**src/hdl/mmsq_pkg.sv**
```systemverilog
package mmsq_pkg;

  localparam int CNT_W    = 7;
  localparam int LV_W     = 9;
  localparam int PADDR_W  = 3;
  localparam int QDEPTH   = 2;
  localparam int STEP_ITS = 32;
  localparam int CODE_ITS = 9;

  localparam logic [LV_W-1:0] LEVELS_RESET = 9'd256;
  localparam logic [LV_W-1:0] LEVELS_MIN   = 9'd2;
  localparam logic [LV_W-1:0] LEVELS_MAX   = 9'd256;

  localparam logic REG_LEVELS = 1'b0;

  typedef struct packed {
    logic signed [31:0] sample;
    logic               last;
  } mmsq_item_t;

  typedef struct packed {
    logic        [7:0]  code;
    logic signed [31:0] minimum;
    logic        [31:0] step;
    logic               overflow;
    logic               last_code;
  } mmsq_result_t;

  // one finished vector handed from the front to the back
  typedef struct packed {
    logic signed [31:0] vmin;
    logic signed [31:0] vmax;
    logic [CNT_W-1:0]   count;
    logic               dropped;
    logic               bank;
  } mmsq_desc_t;

  typedef struct packed {
    logic done;
    logic bank;
  } mmsq_free_t;

  typedef enum logic [1:0] {
    BS_IDLE,
    BS_LOAD,
    BS_DIV,
    BS_EMIT
  } mmsq_bstate_t;

endpackage

```
**src/hdl/mmsq_front.sv**
```systemverilog
module mmsq_front import mmsq_pkg::*; #(
  parameter int MAX_DIM = 64,
  parameter int IW      = 6
) (
  input  logic             clk,
  input  logic             rst,
  input  logic             item_valid,
  output logic             item_ready,
  input  mmsq_item_t       item,
  output logic             push,
  output mmsq_desc_t       push_data,
  input  mmsq_free_t       free,
  input  logic             rd_en,
  input  logic [IW:0]      rd_addr,
  output logic [31:0]      rd_data
);

  logic [31:0]        mem [0:(2<<IW)-1];
  logic [CNT_W-1:0]   cnt;
  logic [CNT_W-1:0]   cnt_next;
  logic signed [31:0] vmin;
  logic signed [31:0] vmin_next;
  logic signed [31:0] vmax;
  logic signed [31:0] vmax_next;
  logic               dropped;
  logic               dropped_next;
  logic               wr_bank;
  logic [1:0]         busy;
  logic               take;
  logic               full;
  logic               wr;

  assign item_ready = !busy[wr_bank];
  assign take       = item_valid && item_ready;
  assign full       = (cnt == CNT_W'(MAX_DIM));
  assign wr         = take && !full;

  always_comb begin
    cnt_next     = cnt;
    vmin_next    = vmin;
    vmax_next    = vmax;
    dropped_next = dropped;
    if (take) begin
      if (full) begin
        dropped_next = 1'b1;
      end else begin
        cnt_next = CNT_W'(cnt + 1'b1);
        if (cnt == '0) begin
          vmin_next = item.sample;
          vmax_next = item.sample;
        end else begin
          if (item.sample < vmin) begin
            vmin_next = item.sample;
          end
          if (item.sample > vmax) begin
            vmax_next = item.sample;
          end
        end
      end
    end
  end

  assign push              = take && item.last;
  assign push_data.vmin    = vmin_next;
  assign push_data.vmax    = vmax_next;
  assign push_data.count   = cnt_next;
  assign push_data.dropped = dropped_next;
  assign push_data.bank    = wr_bank;

  always_ff @(posedge clk) begin
    if (wr) begin
      mem[{wr_bank, cnt[IW-1:0]}] <= item.sample;
    end
    if (rd_en) begin
      rd_data <= mem[rd_addr];
    end
  end

  always_ff @(posedge clk) begin
    if (rst) begin
      cnt     <= '0;
      vmin    <= '0;
      vmax    <= '0;
      dropped <= 1'b0;
      wr_bank <= 1'b0;
      busy    <= '0;
    end else begin
      if (push) begin
        // hand the bank to the back and start the next vector in the other one
        cnt     <= '0;
        vmin    <= '0;
        vmax    <= '0;
        dropped <= 1'b0;
        wr_bank <= !wr_bank;
      end else begin
        cnt     <= cnt_next;
        vmin    <= vmin_next;
        vmax    <= vmax_next;
        dropped <= dropped_next;
      end
      for (int b = 0; b < 2; b++) begin
        if (push && (wr_bank == 1'(b))) begin
          busy[b] <= 1'b1;
        end else if (free.done && (free.bank == 1'(b))) begin
          busy[b] <= 1'b0;
        end
      end
    end
  end

endmodule

```
**config.mk**
```make
export PLATFORM = sky130hd
export DESIGN_NAME = mmsq_front
export DESIGN_NICKNAME = d
export VERILOG_FILES = /design/src/hdl/mmsq_pkg.sv /design/src/hdl/mmsq_front.sv
export SDC_FILE = /design/constraint.sdc
export NUM_CORES = 2
export LEC_CHECK = 0
export BUFFER_PORTS_ARGS = -buffer_cell sky130_fd_sc_hd__buf_4
export CAP_MARGIN = 15
export CORE_MARGIN = 5
export CORE_UTILIZATION = 60
export DETAILED_ROUTE_END_ITERATION = 6
export PLACE_DENSITY = 0.76
export SLEW_MARGIN = 20
export SYNTH_ARGS = -nofsm -noshare
export SYNTH_HDL_FRONTEND = slang
export SYNTH_SLANG_ARGS = --single-unit
```
**constraint.sdc**
```tcl
create_clock -name clk -period 10.3 [get_ports clk]
set_input_delay 2.06 -clock clk [delete_from_list [all_inputs] [get_ports clk]]
set_output_delay 2.06 -clock clk [all_outputs]
set_load 0.02 [all_outputs]
```
==> impl.org <==
** Synthesis
- The cell count after synthesis came out at 6638.
- The synthesized design contains 4128 enable-type register cells.
- Post-synthesis sequential element count :: 4203
- For this run, the number of Yosys warnings is 0.
- The cell area that synthesis handed to floorplanning was 162000 sq um.
- Post-synth cell types :: 49
- When the netlist entered floorplanning its net count stood at 6749.
- Of all flip-flops after synthesis, the portion carrying an async set or reset was 0%.
- Mean instance size in the synthesized netlist :: 24.4 sq um
- Of the synthesized area, sequential elements account for 77.5%.
- Most common flop cell mapped by yosys :: sky130_fd_sc_hd__edfxtp_1

** Global route
- Entering global routing, the biggest net connects 168 pins.
- Initial antenna violation count :: 23
- In the global route stage, overall resource usage came out at 32.5%.
- Summed over all layers, the global routing overflow is 0.
- Wire length of the first global-routing pass :: 629000 um
- The via count of the first global-routing pass came to 80100.

** Timing
- Setup repair after global routing left no endpoint under its margin.
- Period Utilization, post-route :: 75.6%
- Once routing completed, OpenROAD measured the worst setup slack at 2.52 ns.
- Setup Skew :: 0.0337 ns
- Final-report max-slew violation count :: 0
- Setup TNS :: 0 ns
- Timing would allow up to 0.128 GHz.
- Setup violations remaining at the end of the flow were counted as 0.
- The routed design could run at a clock period as short as 7.78 ns.
- Relative max-transition margin :: 11.9%
- The number of hold violations in the final report was 0.
- Slew @ Worst Pin :: 1.32 ns

** Setup path
- Cell with the largest stage delay on the worst path :: sky130_fd_sc_hd__nor4_1
- The critical path contains buffers and inverters numbering 2 combined.
- Arrival time of the worst setup path :: 5.72 ns
- Launching element type of the critical path :: input port
- Maximum cell stage delay along the critical path :: 0.72 ns
- The most numerous cell type found on the critical path is sky130_fd_sc_hd__buf_4.
- The worst setup path is captured at an output pin.
- Category of the most critical setup path :: in -> out
- The cell family contributing the most delay on the critical path is simple AND/OR/NAND/NOR gates.
- Along the worst path, the maximum fanout reaches 70.
- Critical-path cell list :: buf_4, ha_1, nand4_1, nor4_1, a21oi_1, nor3b_1, a31oi_1, and3_4, mux2_2, buf_4
- Data on the critical path is required at its endpoint by 8.24 ns.

** Floorplan
- 153 I/O pins were placed.
- Die Y-Extent :: 529 um
- After floorplanning, the core was divided into 190 placement rows.
- The floorplan step set the die width to 529 um.
- Area of the die :: 280000 sq um
- Core Box Area :: 268000 sq um
- Starting density of the core :: 60.3%

** Cells and area
- Compared with the post-synthesis result, the final layout area differs by 12.1%.
- In the layout the commonest cells are sky130_fd_sc_hd__edfxtp_1, sky130_fd_sc_hd__mux4_2, sky130_fd_sc_hd__clkbuf_16.
- Post-route non-filler standard cell count :: 10900
- Of the cells placed in the final design, the portion with a size suffix greater than 1 is 33.0%.
- NumNets Final :: 7193
- Leading cell type in the layout, fill and taps excluded :: sky130_fd_sc_hd__edfxtp_1

** Place
- Port bufs :: 152
- HPWL after DPL :: 225000 um
- Routability-driven placement finished with a final weighted congestion of 0.925.
- Including well taps, the total number of placed cells is 10200.
- At the placement stage, the worst setup path has a slack of 2.21 ns.

** CTS
- TritonCTS built the clock tree.
- No sink is reached through more buffers than the 4 on the longest clock path.
- Hold repair after CTS inserted 0 buffers.
- Clock latency of the later-clocked register in the worst-skew pair :: 0.91 ns
- Clock-pin slew was measured on the worst setup and hold paths at 0.06 ns.
- Htree depth :: 5
- CTS buffer count :: 399
- Post-CTS Setup Inserts :: 0
- The cell sitting at the root of the clock tree is a sky130_fd_sc_hd__clkbuf_16.
- Once the clock tree was built, the resizer swapped 0 gates to a different size.
- The clock net in this run drives a total of 4203 sinks.

** Routing
- DRC violation count after routing :: 0
- Routed Wire Length :: 449000 um
- 1st-iter DRT viols :: 14500
- Wire length per cell :: 41.1 um
- The pre-antenna-repair detailed-routing pass consisted of 6 iterations.
- Number of vias per cell :: 7.19
- Detailed-route via count :: 78700
- Once detail routing completed, the nets flagged for antenna violations numbered 0.

** Pwr
- Post-layout power :: 35400 uW
- Power spread over the standard cell area amounts to 195 nW/um^2.
- Worst IR drop on VDD :: 140 uV
- LEAKAGE :: 0.0565 uW

** Min path
- HP Class :: reg -> reg

** Status
- Run status :: completed

** Run
- Max Cap Viol :: 0
path summary, 6_finish.rpt:
path            start  slack, ns            end  cells past startpoint
max reg2reg    cnt[0]       5.40    mem[53][13]                      9
min          vmax[24]       0.49       vmax[24]                      2
min reg2reg  vmax[24]       0.49       vmax[24]                      2
max          item[28]       2.52  push_data[33]                     10
sequential cells by signal, indices dropped and copies added, names as in the netlist:
register / cells
busy: 2
cnt: 7
dropped: 1
mem: 4096
rd_data: 32
vmax: 32
vmin: 32
wr_bank: 1
power breakdown:
group	switching, uW	total (uW)	internal (uW)	leakage (uW)
Clock	6250	14400	8160	0.00609
Combinational	1320	2120	801	0.0126
Sequential	47.8	18900	18800	0.0377
worst min-delay path: cells and delay by family (launching register included):
kind             cells  cell delay [ns]
DFF                  1             0.33
and+or+nand+nor      1             0.06
muxes                1             0.05
synthesized netlist by cell type (all sizes together) (8+ instances only):
cell | count | area share [%]
edfxtp | 4128 | 77
mux4 | 1312 | 18
clkbuf | 177 | 0.41
buf | 175 | 0.57
nor2 | 143 | 0.33
mux2i | 97 | 0.60
nand2 | 93 | 0.22
dfxtp | 75 | 0.93
inv | 66 | 0.15
ha | 65 | 0.50
mux2 | 64 | 0.45
and2 | 42 | 0.16
a22oi | 33 | 0.15
o21a | 33 | 0.15
a21oi | 27 | 0.084
nand3 | 26 | 0.080
nand4 | 12 | 0.046
o21ai | 11 | 0.034
or3 | 8 | 0.031
through the flow:
step           area (sq um)  hold slack (ns)  util, %
2_1_floorplan        162000            0.448        -
3_3_place_gp         169000            0.468     63.0
3_5_place_dp         169000            0.475     63.0
4_1_cts              181000            0.487     67.6
5_1_grt              181000            0.523     67.7
6_report             181000            0.494     67.7
cells by family (layout without fill, tap and decap cells):
family	Yosys count	in the layout	synth area share [%]
flops	4203	4203	77.5
mux	1473	1473	19.3
buf+inv	419	1161	1.14
simple gates	349	349	0.971
compound gates	124	124	0.521
fa+ha+maj	65	65	0.503
xor+xnor	5	5	0.0271
other cells	0	9	0
layout make-up:
type,count,area [sq um]
well taps,3552,4440
inverters,67,251
clock inverters,201,2060
clock buffers,498,10500
multi-input cells,2016,35500
repair buffers,395,3260
diodes,9,22.5
flip-flops and latches,4203,125000
fillers,15400,86700
per-layer routing:
| metal | vias up | part of all wire [%] | track usage, % |
|---|---|---|---|
| li1 | 29400 | - | - |
| met1 | 41200 | 33 | 44.8 |
| met2 | 6925 | 47 | 50.5 |
| met3 | 1110 | 14 | 8.66 |
| met4 | 14 | 5.2 | 13.5 |
| met5 | - | 0.020 | 0 |
Note: power is estimated with default switching activity, not from simulation.
