===== config.mk =====
export PLATFORM = sky130hd
export DESIGN_NAME = mmsq_queue
export DESIGN_NICKNAME = d
export VERILOG_FILES = /design/src/hdl/mmsq_pkg.sv /design/src/hdl/mmsq_queue.sv
export SDC_FILE = /design/constraint.sdc
export NUM_CORES = 1
export LEC_CHECK = 0
export BUFFER_PORTS_ARGS = -buffer_cell sky130_fd_sc_hd__buf_2
export CORE_ASPECT_RATIO = 0.75
export CORE_MARGIN = 2
export CORE_UTILIZATION = 52
export CTS_CLUSTER_SIZE = 10
export DETAILED_ROUTE_END_ITERATION = 7
export PLACE_DENSITY = 0.79
export RECOVER_POWER = 50
export SKIP_LAST_GASP = 1
export SLEW_MARGIN = 20
export SYNTH_ARGS = -nofsm -noshare
export SYNTH_HDL_FRONTEND = slang
export SYNTH_SLANG_ARGS = --single-unit

===== constraint.sdc =====
create_clock -name clk -period 6.4 [get_ports clk]
set_input_delay 1.28 -clock clk [delete_from_list [all_inputs] [get_ports clk]]
set_output_delay 1.28 -clock clk [all_outputs]
set_load 0.005 [all_outputs]

===== src/hdl/mmsq_pkg.sv =====
package mmsq_pkg;

  localparam int CNT_W    = 7;
  localparam int LV_W     = 9;
  localparam int PADDR_W  = 3;
  localparam int QDEPTH   = 2;
  localparam int STEP_ITS = 32;
  localparam int CODE_ITS = 9;

  localparam logic [LV_W-1:0] LEVELS_RESET = 9'd256;
  localparam logic [LV_W-1:0] LEVELS_MIN   = 9'd2;
  localparam logic [LV_W-1:0] LEVELS_MAX   = 9'd256;

  localparam logic REG_LEVELS = 1'b0;

  typedef struct packed {
    logic signed [31:0] sample;
    logic               last;
  } mmsq_item_t;

  typedef struct packed {
    logic        [7:0]  code;
    logic signed [31:0] minimum;
    logic        [31:0] step;
    logic               overflow;
    logic               last_code;
  } mmsq_result_t;

  // one finished vector handed from the front to the back
  typedef struct packed {
    logic signed [31:0] vmin;
    logic signed [31:0] vmax;
    logic [CNT_W-1:0]   count;
    logic               dropped;
    logic               bank;
  } mmsq_desc_t;

  typedef struct packed {
    logic done;
    logic bank;
  } mmsq_free_t;

  typedef enum logic [1:0] {
    BS_IDLE,
    BS_LOAD,
    BS_DIV,
    BS_EMIT
  } mmsq_bstate_t;

endpackage


===== src/hdl/mmsq_queue.sv =====
module mmsq_queue import mmsq_pkg::*; (
  input  logic       clk,
  input  logic       rst,
  input  logic       push,
  input  mmsq_desc_t push_data,
  input  logic       pop,
  output logic       pop_valid,
  output mmsq_desc_t pop_data
);

  localparam int PW = (QDEPTH > 1) ? $clog2(QDEPTH) : 1;
  localparam int FW = $clog2(QDEPTH + 1);

  mmsq_desc_t       entries [0:QDEPTH-1];
  logic [PW-1:0]    wp;
  logic [PW-1:0]    rp;
  logic [FW-1:0]    fill;

  assign pop_valid = (fill != '0);
  assign pop_data  = entries[rp];

  always_ff @(posedge clk) begin
    if (push) begin
      entries[wp] <= push_data;
    end
  end

  always_ff @(posedge clk) begin
    if (rst) begin
      wp   <= '0;
      rp   <= '0;
      fill <= '0;
    end else begin
      if (push) begin
        wp <= (wp == PW'(QDEPTH - 1)) ? '0 : PW'(wp + 1'b1);
      end
      if (pop && pop_valid) begin
        rp <= (rp == PW'(QDEPTH - 1)) ? '0 : PW'(rp + 1'b1);
      end
      case ({push, pop && pop_valid})
        2'b10:   fill <= FW'(fill + 1'b1);
        2'b01:   fill <= FW'(fill - 1'b1);
        default: fill <= fill;
      endcase
    end
  end

endmodule


==> metrics.cfg, run 1 <==
[outcome]
status=complete, but fails checks
violations_in_the_final_reports=max-capacitance violations, max-slew violations

[global_route]
initial_antenna_violation_count=1
grt_overflow=0
grt_max_degree=74
grt_pass1_wl_mm=15.1
globalRouteTotalUtil_pct=18.2
via_count_of_the_first_global_routing_pass=3048

[power]
power_report.internal_total_uw=2020
power.leakage_uw=0.00249
clock_power_share_pct=37.1
vdd_ir_drop_max_uv=364
netSwitchingPower_uw=590
power.combinational.fraction_pct=15.1
sequentialPowerShare_pct=47.8
switching_share_pct=22.6
power.density_cell_area_mw_per_mm2=379

[drt]
first_iter_violations=206
vias_per_cell=5.05
drtAntennaViolNets=0
wire_per_inst_um=17.8
drcViolationCount=0
number_of_optimization_iterations_in_the_first_detailed_route_pass=4
wirelength_mm=9.96
detailroute.via_count=2831

[sta]
worst-slew-pin-transition_ns=3.38
setup_viol_count_final=0
slew_headroom_pct=-125
maximum_clock_frequency_ghz=0.251
hold_viol=0
fin_crit_sh_pct=62.3
setup_slack_ns=2.41
rsz_0062_raised_after_global_routing=false
clock_skew_ns=0.00596
totalNegativeSetupSlack_ns=0
min_period_ns=3.99
timing.final.max_slew_violations=74

[critical_path]
timing.critical_path.depth=2
worstSetupStartpoint=push
critical-path-slowest-cell=sky130_fd_sc_hd__and2_1
reg2regPathDepth=1
cp_endpoint_kind=flip-flop
arrival_ns=3.93
crit-reg2reg-launch=wp$_SDFFE_PP0P_
crit_type=in2reg
critical_path_peak_fanout=73
critical_path.reg2reg.endpoint=entries[1][59]$_DFFE_PP_
max_stage_delay_ns=2.46
critical_path.top_delay_family=simple AND/OR/NAND/NOR gates
critical_path.startpoint_type=primary input
critical_path_buf_inv_count=1
cp-endpoint=entries[1][59]$_DFFE_PP_
timing.critical_path.cells=clkbuf_1, and2_1
worst-endpoint-required_ns=6.34
reg2reg_setup_slack_ns=3.05

[logic_synthesis]
cell_count_after_synthesis=249
mappedNetlistNets=327
ys.warnings.count=0
synth_sequential_area_ratio_pct=82.0
synth_area_per_cell_um2=22.0
ys_seq_elements=151
post_synth_cell_types=16
synth.cell_area_mm2=0.00547

[final_layout]
finalNonFillerCells=561
layout_nets=489
final_design_area_no_fill_mm2=0.00689
final_layout_size_suffix_gt1_share_pct=50.7
syn2layout_area_growth_pct=26.0

[place]
place_worst_setup_slack_ns=3.54
port_buffers=150
placed_cells_incl_taps=528
dp_hpwl_mm=6.18
place.gp.congestion=0.723
postPlaceCellArea_mm2=0.00635

[floorplanning]
core_region_area_mm2=0.0102
rows=32
die_x_um=122
design.die.area_mm2=0.0114
floorplan.initialDensity_pct=53.4
floorplan.io_pins=151
dieHeight_um=92.8

[clocking]
clkSinkCount=151
postCtsResizedCells=0
htreeDepth=4
clock-root-buffer=sky130_fd_sc_hd__clkbuf_16
ctsLongestPathBuffers=2
cts_buffers=17
worstSkewPairLatency_ns=0.40
clkSlewWorstSetupHoldPaths_ns=0.06
cts_tree=built
cts_post_setup_buffers_inserted=0
cts.hold.buffers_added=0

[worst_hold_path]
worst_hold_startpoint=rp$_SDFFE_PP0P_
worstHoldPathType=reg2reg

[flow_run]
drv_cap=1

==> worst min path at each step <==
stage                      endpoint  cells after the start
2_1_floorplan  fill[1]$_SDFFE_PP0P_                      2
3_3_place_gp   fill[1]$_SDFFE_PP0P_                      2
3_5_place_dp   fill[1]$_SDFFE_PP0P_                      2
4_1_cts                   flip-flop                      2
5_1_grt                   flip-flop                      2
6_report            rp$_SDFFE_PP0P_                      2
==> layout make-up <==
cell class,instances,area (um^2)
diodes,1,2.50
repair buffers,151,708
flip-flops and latches,151,4490
fillers,732,3360
well taps,136,170
inverters,1,3.75
clock inverters,7,93.8
multi-input cells,89,932
clock buffers,25,495
==> placed cells by master, fill, tap and decap left out, types with 2 or more instances in the layout <==
master / Yosys / layout
sky130_fd_sc_hd__clkbuf_16: 0 / 17
sky130_fd_sc_hd__buf_2: 1 / 110
sky130_fd_sc_hd__clkinv_2: 0 / 2
sky130_fd_sc_hd__clkbuf_8: 0 / 4
sky130_fd_sc_hd__xnor2_1: 3 / 3
sky130_fd_sc_hd__edfxtp_1: 146 / 146
sky130_fd_sc_hd__dfxtp_1: 5 / 4
sky130_fd_sc_hd__nor2_1: 5 / 4
sky130_fd_sc_hd__mux2_2: 73 / 73
sky130_fd_sc_hd__bufinv_16: 0 / 2
sky130_fd_sc_hd__clkinvlp_4: 0 / 2
sky130_fd_sc_hd__clkbuf_1: 0 / 44
==> power by group through the flow <==
stage,Clock [uW],Combinational [uW],Sequential (uW)
after CTS,988,406,1250
final,969,395,1250
after detailed placement,0,400,1270
after floorplan,0,298,1200
after global routing,1030,431,1260
after global placement,0,390,1270
==> routing by layer <==
layer / track usage, % / part of all wire, %
met1: 22.4 / 42
met2: 28.8 / 49
met4: 6.42 / 0.59
met3: 8.19 / 9.3
met5: 0 / 0
==> worst min-delay path: stages (launching register included) <==
cell	delay, ns
sky130_fd_sc_hd__dfxtp_1	0.32
sky130_fd_sc_hd__xnor2_1	0.09
sky130_fd_sc_hd__nor2_1	0.08
==> per-stage QoR <==
step	hold WS [ns]	utilization (%)	total power, uW
3_3_place_gp	0.481	62.0	1660
3_5_place_dp	0.507	62.0	1670
4_1_cts	0.525	67.7	2650
6_report	0.520	67.3	2610
5_1_grt	0.568	67.2	2720
2_1_floorplan	0.461	-	1500
==> sequential cells by signal, indices dropped and copies added, names as in the netlist, named ones only <==
| name | cells |
|---|---|
| fill | 2 |
| entries | 146 |
| wp | 1 |
| rp | 1 |
==> logic make-up (layout without fill, tap and decap cells) <==
group	count (synthesis)	in the layout	synth area share, %
buffers and inverters	9	184	1.12
AOI/OAI and AO/OA	3	3	0.320
xor gates and xnor gates	4	4	0.641
and+or+nand+nor	8	8	0.686
muxes	73	73	15.0
other	0	1	0
adders and majority gates	1	1	0.229
DFF	151	151	82.0
==> cells in the mapped netlist, drive strengths merged <==
library cell / n / area [um^2]
or2: 1 / 6.26
a21oi: 1 / 5.00
nor2: 5 / 18.8
dfxtp: 5 / 100
mux2: 73 / 822
o21a: 1 / 7.51
and2: 1 / 6.26
ha: 1 / 12.5
o21ai: 1 / 5.00
edfxtp: 146 / 4380
or3: 1 / 6.26
inv: 1 / 3.75
buf: 8 / 57.6
xnor2: 3 / 26.3
xor2: 1 / 8.76
(Power assumes the default switching activity.)
==> inputs of run 2 (changes only) <==
--- a/config.mk
+++ b/config.mk
@@ -8,10 +8,10 @@
 export BUFFER_PORTS_ARGS = -buffer_cell sky130_fd_sc_hd__buf_2
 export CORE_ASPECT_RATIO = 0.75
 export CORE_MARGIN = 2
-export CORE_UTILIZATION = 52
+export CORE_UTILIZATION = 47
 export CTS_CLUSTER_SIZE = 10
 export DETAILED_ROUTE_END_ITERATION = 7
-export PLACE_DENSITY = 0.79
+export PLACE_DENSITY = 0.76
 export RECOVER_POWER = 50
 export SKIP_LAST_GASP = 1
 export SLEW_MARGIN = 20
==> constraint.sdc (replaced) <==
create_clock -name clk -period 3.55 [get_ports clk]
set_input_delay 0.71 -clock clk [delete_from_list [all_inputs] [get_ports clk]]
set_output_delay 0.71 -clock clk [all_outputs]
set_load 0.005 [all_outputs]
==> metrics.cfg, run 2 (same netlist as run 1, synthesis figures left out) <==
[outcome]
status=completed

[drt]
detailroute.via_count=2812
wire_per_inst_um=16.7
drcViolationCount=0
wirelength_mm=9.50
first_iter_violations=113
vias_per_cell=4.95
number_of_optimization_iterations_in_the_first_detailed_route_pass=4
drtAntennaViolNets=0

[clocking]
cts_tree=built
htreeDepth=4
postCtsResizedCells=0
cts.hold.buffers_added=0
ctsLongestPathBuffers=2
clock-root-buffer=sky130_fd_sc_hd__clkbuf_16
cts_buffers=17
worstSkewPairLatency_ns=0.41
clkSlewWorstSetupHoldPaths_ns=0.06
cts_post_setup_buffers_inserted=0
clkSinkCount=151

[final_layout]
layout.cells.most_common_list=sky130_fd_sc_hd__edfxtp_1 (146), sky130_fd_sc_hd__buf_2 (121), sky130_fd_sc_hd__mux2_2 (73), sky130_fd_sc_hd__clkbuf_1 (32), sky130_fd_sc_hd__clkbuf_16 (17)
num_antenna_cells=0
syn2layout_area_growth_pct=26.5
top_register=entries
layout_nets=490
postLayoutCoreUtil_pct=60.2
layout_commonest_cell=sky130_fd_sc_hd__edfxtp_1
reg_top3=entries (146), fill (2)
final_layout_size_suffix_gt1_share_pct=53.8
finalNonFillerCells=568
largest_reg_flops=146

[power]
clock_power_share_pct=37.5
vdd_ir_drop_max_uv=381
power.combinational.fraction_pct=14.9
power.density_cell_area_mw_per_mm2=682
switching_share_pct=22.9
netSwitchingPower_uw=1080
fin_total_pwr_uw=4720
power.leakage_uw=0.00253
power_report.internal_total_uw=3640
sequentialPowerShare_pct=47.6

[flow_run]
drv_cap=0

[sta]
setup_slack_ns=0.842
timing.final.max_slew_violations=0
worst-slew-pin-transition_ns=1.44
maximum_clock_frequency_ghz=0.369
min_period_ns=2.71
rsz_0062_raised_after_global_routing=false
hold_viol=0
totalNegativeSetupSlack_ns=0
clock_skew_ns=0.00828
fin_crit_sh_pct=76.3
slew_headroom_pct=4.24
setup_viol_count_final=0

[worst_hold_path]
worstHoldPathType=in2reg
min_delay_path_depth=1
worst_hold_startpoint=push_data[14]
hold_end=entries[0][14]$_DFFE_PP_

[global_route]
grt_overflow=0
grt_max_degree=74
grt_pass1_wl_mm=14.4
initial_antenna_violation_count=0
globalRouteTotalUtil_pct=15.6
via_count_of_the_first_global_routing_pass=2884

[place]
place_worst_setup_slack_ns=1.24
dp_hpwl_mm=5.84
place.gp.congestion=0.662
placed_cells_incl_taps=537
port_buffers=150

[critical_path]
worst-endpoint-required_ns=2.84
crit-reg2reg-launch=wp$_SDFFE_PP0P_
reg2regPathDepth=2
timing.critical_path.cells=mux2_2, buf_2
crit_type=reg2out
critical_path_peak_fanout=73
arrival_ns=2.00
cp_endpoint_kind=primary output
critical_path.startpoint_type=flip-flop
critical-path-slowest-cell=sky130_fd_sc_hd__dfxtp_4
reg2reg_setup_slack_ns=1.64
critical_path.reg2reg.endpoint=entries[0][8]$_DFFE_PP_
max_stage_delay_ns=0.96

[floorplanning]
floorplan.io_pins=151
rows=34
dieHeight_um=97.4
floorplan.initialDensity_pct=47.6
design.die.area_mm2=0.0125
core_region_area_mm2=0.0115
die_x_um=129

run 2: cell types whose count changed in the layout (fill, tap and decap cells not counted), sizes merged:
cell / before / now
clkinv: 2 / 7
inv: 2 / 1
bufinv: 2 / 3
clkbuf: 65 / 50
diode: 1 / 0
buf: 111 / 121
run 2: final cells by class:
type / count / area, um^2
Timing Repair Buffer: 152 / 723
Inverter: 1 / 3.75
Multi-Input combinational cell: 89 / 935
Tap cell: 144 / 180
Clock inverter: 12 / 155
Clock buffer: 19 / 433
Fill cell: 861 / 4570
Sequential cell: 151 / 4490
run 2: layer usage:
metal / vias up / GRT usage (%) / part of all wire [%]
met2: 105 / 24.8 / 48
li1: 1310 / - / -
met4: 0 / 4.52 / 0.53
met1: 1392 / 19.5 / 44
met5: - / 0 / 0
met3: 5 / 6.72 / 7.3
run 2: through the flow:
stage | cell area [um^2] | hold WS [ns]
6_report | 6920 | 0.487
3_3_place_gp | 6370 | 0.479
5_1_grt | 6920 | 0.466
2_1_floorplan | 5470 | 0.461
3_5_place_dp | 6370 | 0.496
4_1_cts | 6960 | 0.472
run 2: worst max-delay path, delay by kind of cell (launching register included):
family | cells | cell delay, ns
muxes | 1 | 0.43
buffers and inverters | 1 | 0.13
DFF | 1 | 0.96
run 2: power by group through the flow:
stage	registers (uW)	logic (uW)	clock network, uW
after CTS	2250	722	1810
after floorplan	2160	537	0
after detailed placement	2290	715	0
after global routing	2270	767	1890
final	2250	704	1770
after global placement	2280	706	0
run 2: how the worst max path moves through the flow:
stage | to | slack, ns | depth (start not counted)
2_1_floorplan | entries[0][0]$_DFFE_PP_ | 0.48 | 2
3_3_place_gp | pop_data[10] | 1.25 | 2
3_5_place_dp | pop_data[40] | 1.24 | 2
4_1_cts | pop_data[13] | 0.80 | 2
5_1_grt | pop_data[40] | 0.73 | 2
6_report | pop_data[40] | 0.84 | 2
==> inputs of run 3 (changes only) <==
==> constraint.sdc (replaced) <==
create_clock -name clk -period 2.4 [get_ports clk]
set_input_delay 0.48 -clock clk [delete_from_list [all_inputs] [get_ports clk]]
set_output_delay 0.48 -clock clk [all_outputs]
set_load 0.005 [all_outputs]
==> metrics.cfg, run 3 (same netlist as run 1, synthesis figures left out) <==
[drt]
vias_per_cell=4.92
wirelength_mm=9.65
wire_per_inst_um=16.8
drtAntennaViolNets=0
drcViolationCount=0
first_iter_violations=124
detailroute.via_count=2819
number_of_optimization_iterations_in_the_first_detailed_route_pass=4

[final_layout]
num_antenna_cells=0
layout_nets=495
reg_top3=entries (146), fill (2)
layout_commonest_cell=sky130_fd_sc_hd__edfxtp_1
final_layout_size_suffix_gt1_share_pct=50.3
top_register=entries
filler_cell_count=867
syn2layout_area_growth_pct=27.7
largest_reg_flops=146
layout.cells.most_common_list=sky130_fd_sc_hd__edfxtp_1 (146), sky130_fd_sc_hd__buf_2 (102), sky130_fd_sc_hd__mux2_2 (73), sky130_fd_sc_hd__clkbuf_1 (48), sky130_fd_sc_hd__clkbuf_16 (17)

[global_route]
initial_antenna_violation_count=0
grt_max_degree=45
grt_pass1_wl_mm=14.8
globalRouteTotalUtil_pct=15.9
via_count_of_the_first_global_routing_pass=2939
grt_overflow=0

[power]
power.density_cell_area_mw_per_mm2=1010
fin_total_pwr_uw=7060
vdd_ir_drop_max_uv=645
power.leakage_uw=0.00251

[critical_path]
cp_endpoint_kind=primary output
timing.critical_path.cells=buf_4, mux2_2, buf_2
critical_path_buf_inv_count=2
critical_path_peak_fanout=33
reg2reg_setup_slack_ns=0.63
critical_path.startpoint_type=flip-flop
max_stage_delay_ns=0.40
crit_type=reg2out
reg2regPathDepth=2
critical_path.reg2reg.endpoint=entries[1][64]$_DFFE_PP_
worst-endpoint-required_ns=1.92
critical-path-slowest-cell=sky130_fd_sc_hd__mux2_2
critical_path.top_delay_family=buffers and inverters
arrival_ns=1.68
crit-reg2reg-launch=wp$_SDFFE_PP0P_

[clocking]
postCtsResizedCells=0
clkSinkCount=151
clkSlewWorstSetupHoldPaths_ns=0.06
cts_post_setup_buffers_inserted=0
cts_buffers=17
clock-root-buffer=sky130_fd_sc_hd__clkbuf_16
cts_tree=built
htreeDepth=4
ctsLongestPathBuffers=2
worstSkewPairLatency_ns=0.41
cts.hold.buffers_added=0

[floorplanning]
floorplan.initialDensity_pct=47.6
core_region_area_mm2=0.0115
floorplan.io_pins=151
design.die.area_mm2=0.0125
die_x_um=129
rows=34
dieHeight_um=97.4

[sta]
hold_viol=0
worst-slew-pin-transition_ns=0.824
timing.final.max_slew_violations=0
setup_slack_ns=0.241
slew_headroom_pct=45.0
clock_skew_ns=0.00970
fin_crit_sh_pct=90.0
totalNegativeSetupSlack_ns=0
maximum_clock_frequency_ghz=0.463
min_period_ns=2.16
setup_viol_count_final=0
rsz_0062_raised_after_global_routing=false

[place]
dp_hpwl_mm=6.42
place.gp.congestion=0.728
place_worst_setup_slack_ns=0.655
port_buffers=150

[worst_hold_path]
hold_end=entries[0][30]$_DFFE_PP_
min_delay_path_depth=1
worstHoldPathType=in2reg
worst_hold_startpoint=push_data[30]

[outcome]
status=completed

[flow_run]
drv_cap=0

## run 3: changes by cell type in the layout (fill, tap and decap cells not counted)
cell and change:
sky130_fd_sc_hd__buf_2 -19, sky130_fd_sc_hd__clkbuf_1 +16, sky130_fd_sc_hd__buf_12 +3, sky130_fd_sc_hd__buf_4 +3, sky130_fd_sc_hd__clkinv_2 -3, sky130_fd_sc_hd__inv_6 +3
sky130_fd_sc_hd__clkinvlp_4 +2, sky130_fd_sc_hd__and2_2 +1, sky130_fd_sc_hd__and2_4 -1, sky130_fd_sc_hd__clkinv_1 +1, sky130_fd_sc_hd__clkinv_4 -1
## run 3: per-stage QoR
| stage | instance area [um^2] | util [%] | instances | hold slack (ns) |
|---|---|---|---|---|
| 2_1_floorplan | 5480 | - | 249 | 0.461 |
| 3_3_place_gp | 6450 | 56.1 | 542 | 0.477 |
| 3_5_place_dp | 6450 | 56.1 | 542 | 0.502 |
| 4_1_cts | 7050 | 61.4 | 573 | 0.239 |
| 5_1_grt | 6990 | 60.8 | 573 | 0.240 |
| 6_report | 6990 | 60.8 | 573 | 0.260 |
## run 3: routing by layer
layer,global-route usage [%],share of wire (%)
met5,0,0
met4,5.77,1.1
met3,6.17,8.3
met2,25.9,49
met1,19.3,42
## run 3: how the worst max path moves through the flow
stage / to / slack [ns] / cells past startpoint
2_1_floorplan: entries[0][0]$_DFFE_PP_ / 0.37 / 2
3_3_place_gp: pop_data[17] / 0.66 / 3
3_5_place_dp: pop_data[31] / 0.66 / 3
4_1_cts: pop_data[31] / 0.21 / 3
5_1_grt: pop_data[31] / 0.14 / 3
6_report: pop_data[31] / 0.24 / 3
## run 3: area by class of cell
type,count,area (um^2),area share [%]
Timing Repair Buffer,157,778,11.1
Tap cell,144,180,2.58
Clock buffer,17,425,6.09
Multi-Input combinational cell,89,933,13.4
Inverter,1,3.75,0.0537
Sequential cell,151,4490,64.2
Clock inverter,14,176,2.53
## run 3: report_power, final
group	internal, uW	total, uW	switching (uW)
Combinational	682	1250	563
Sequential	3100	3150	56.9
Clock	1640	2660	1020
Total	5420	7060	1640
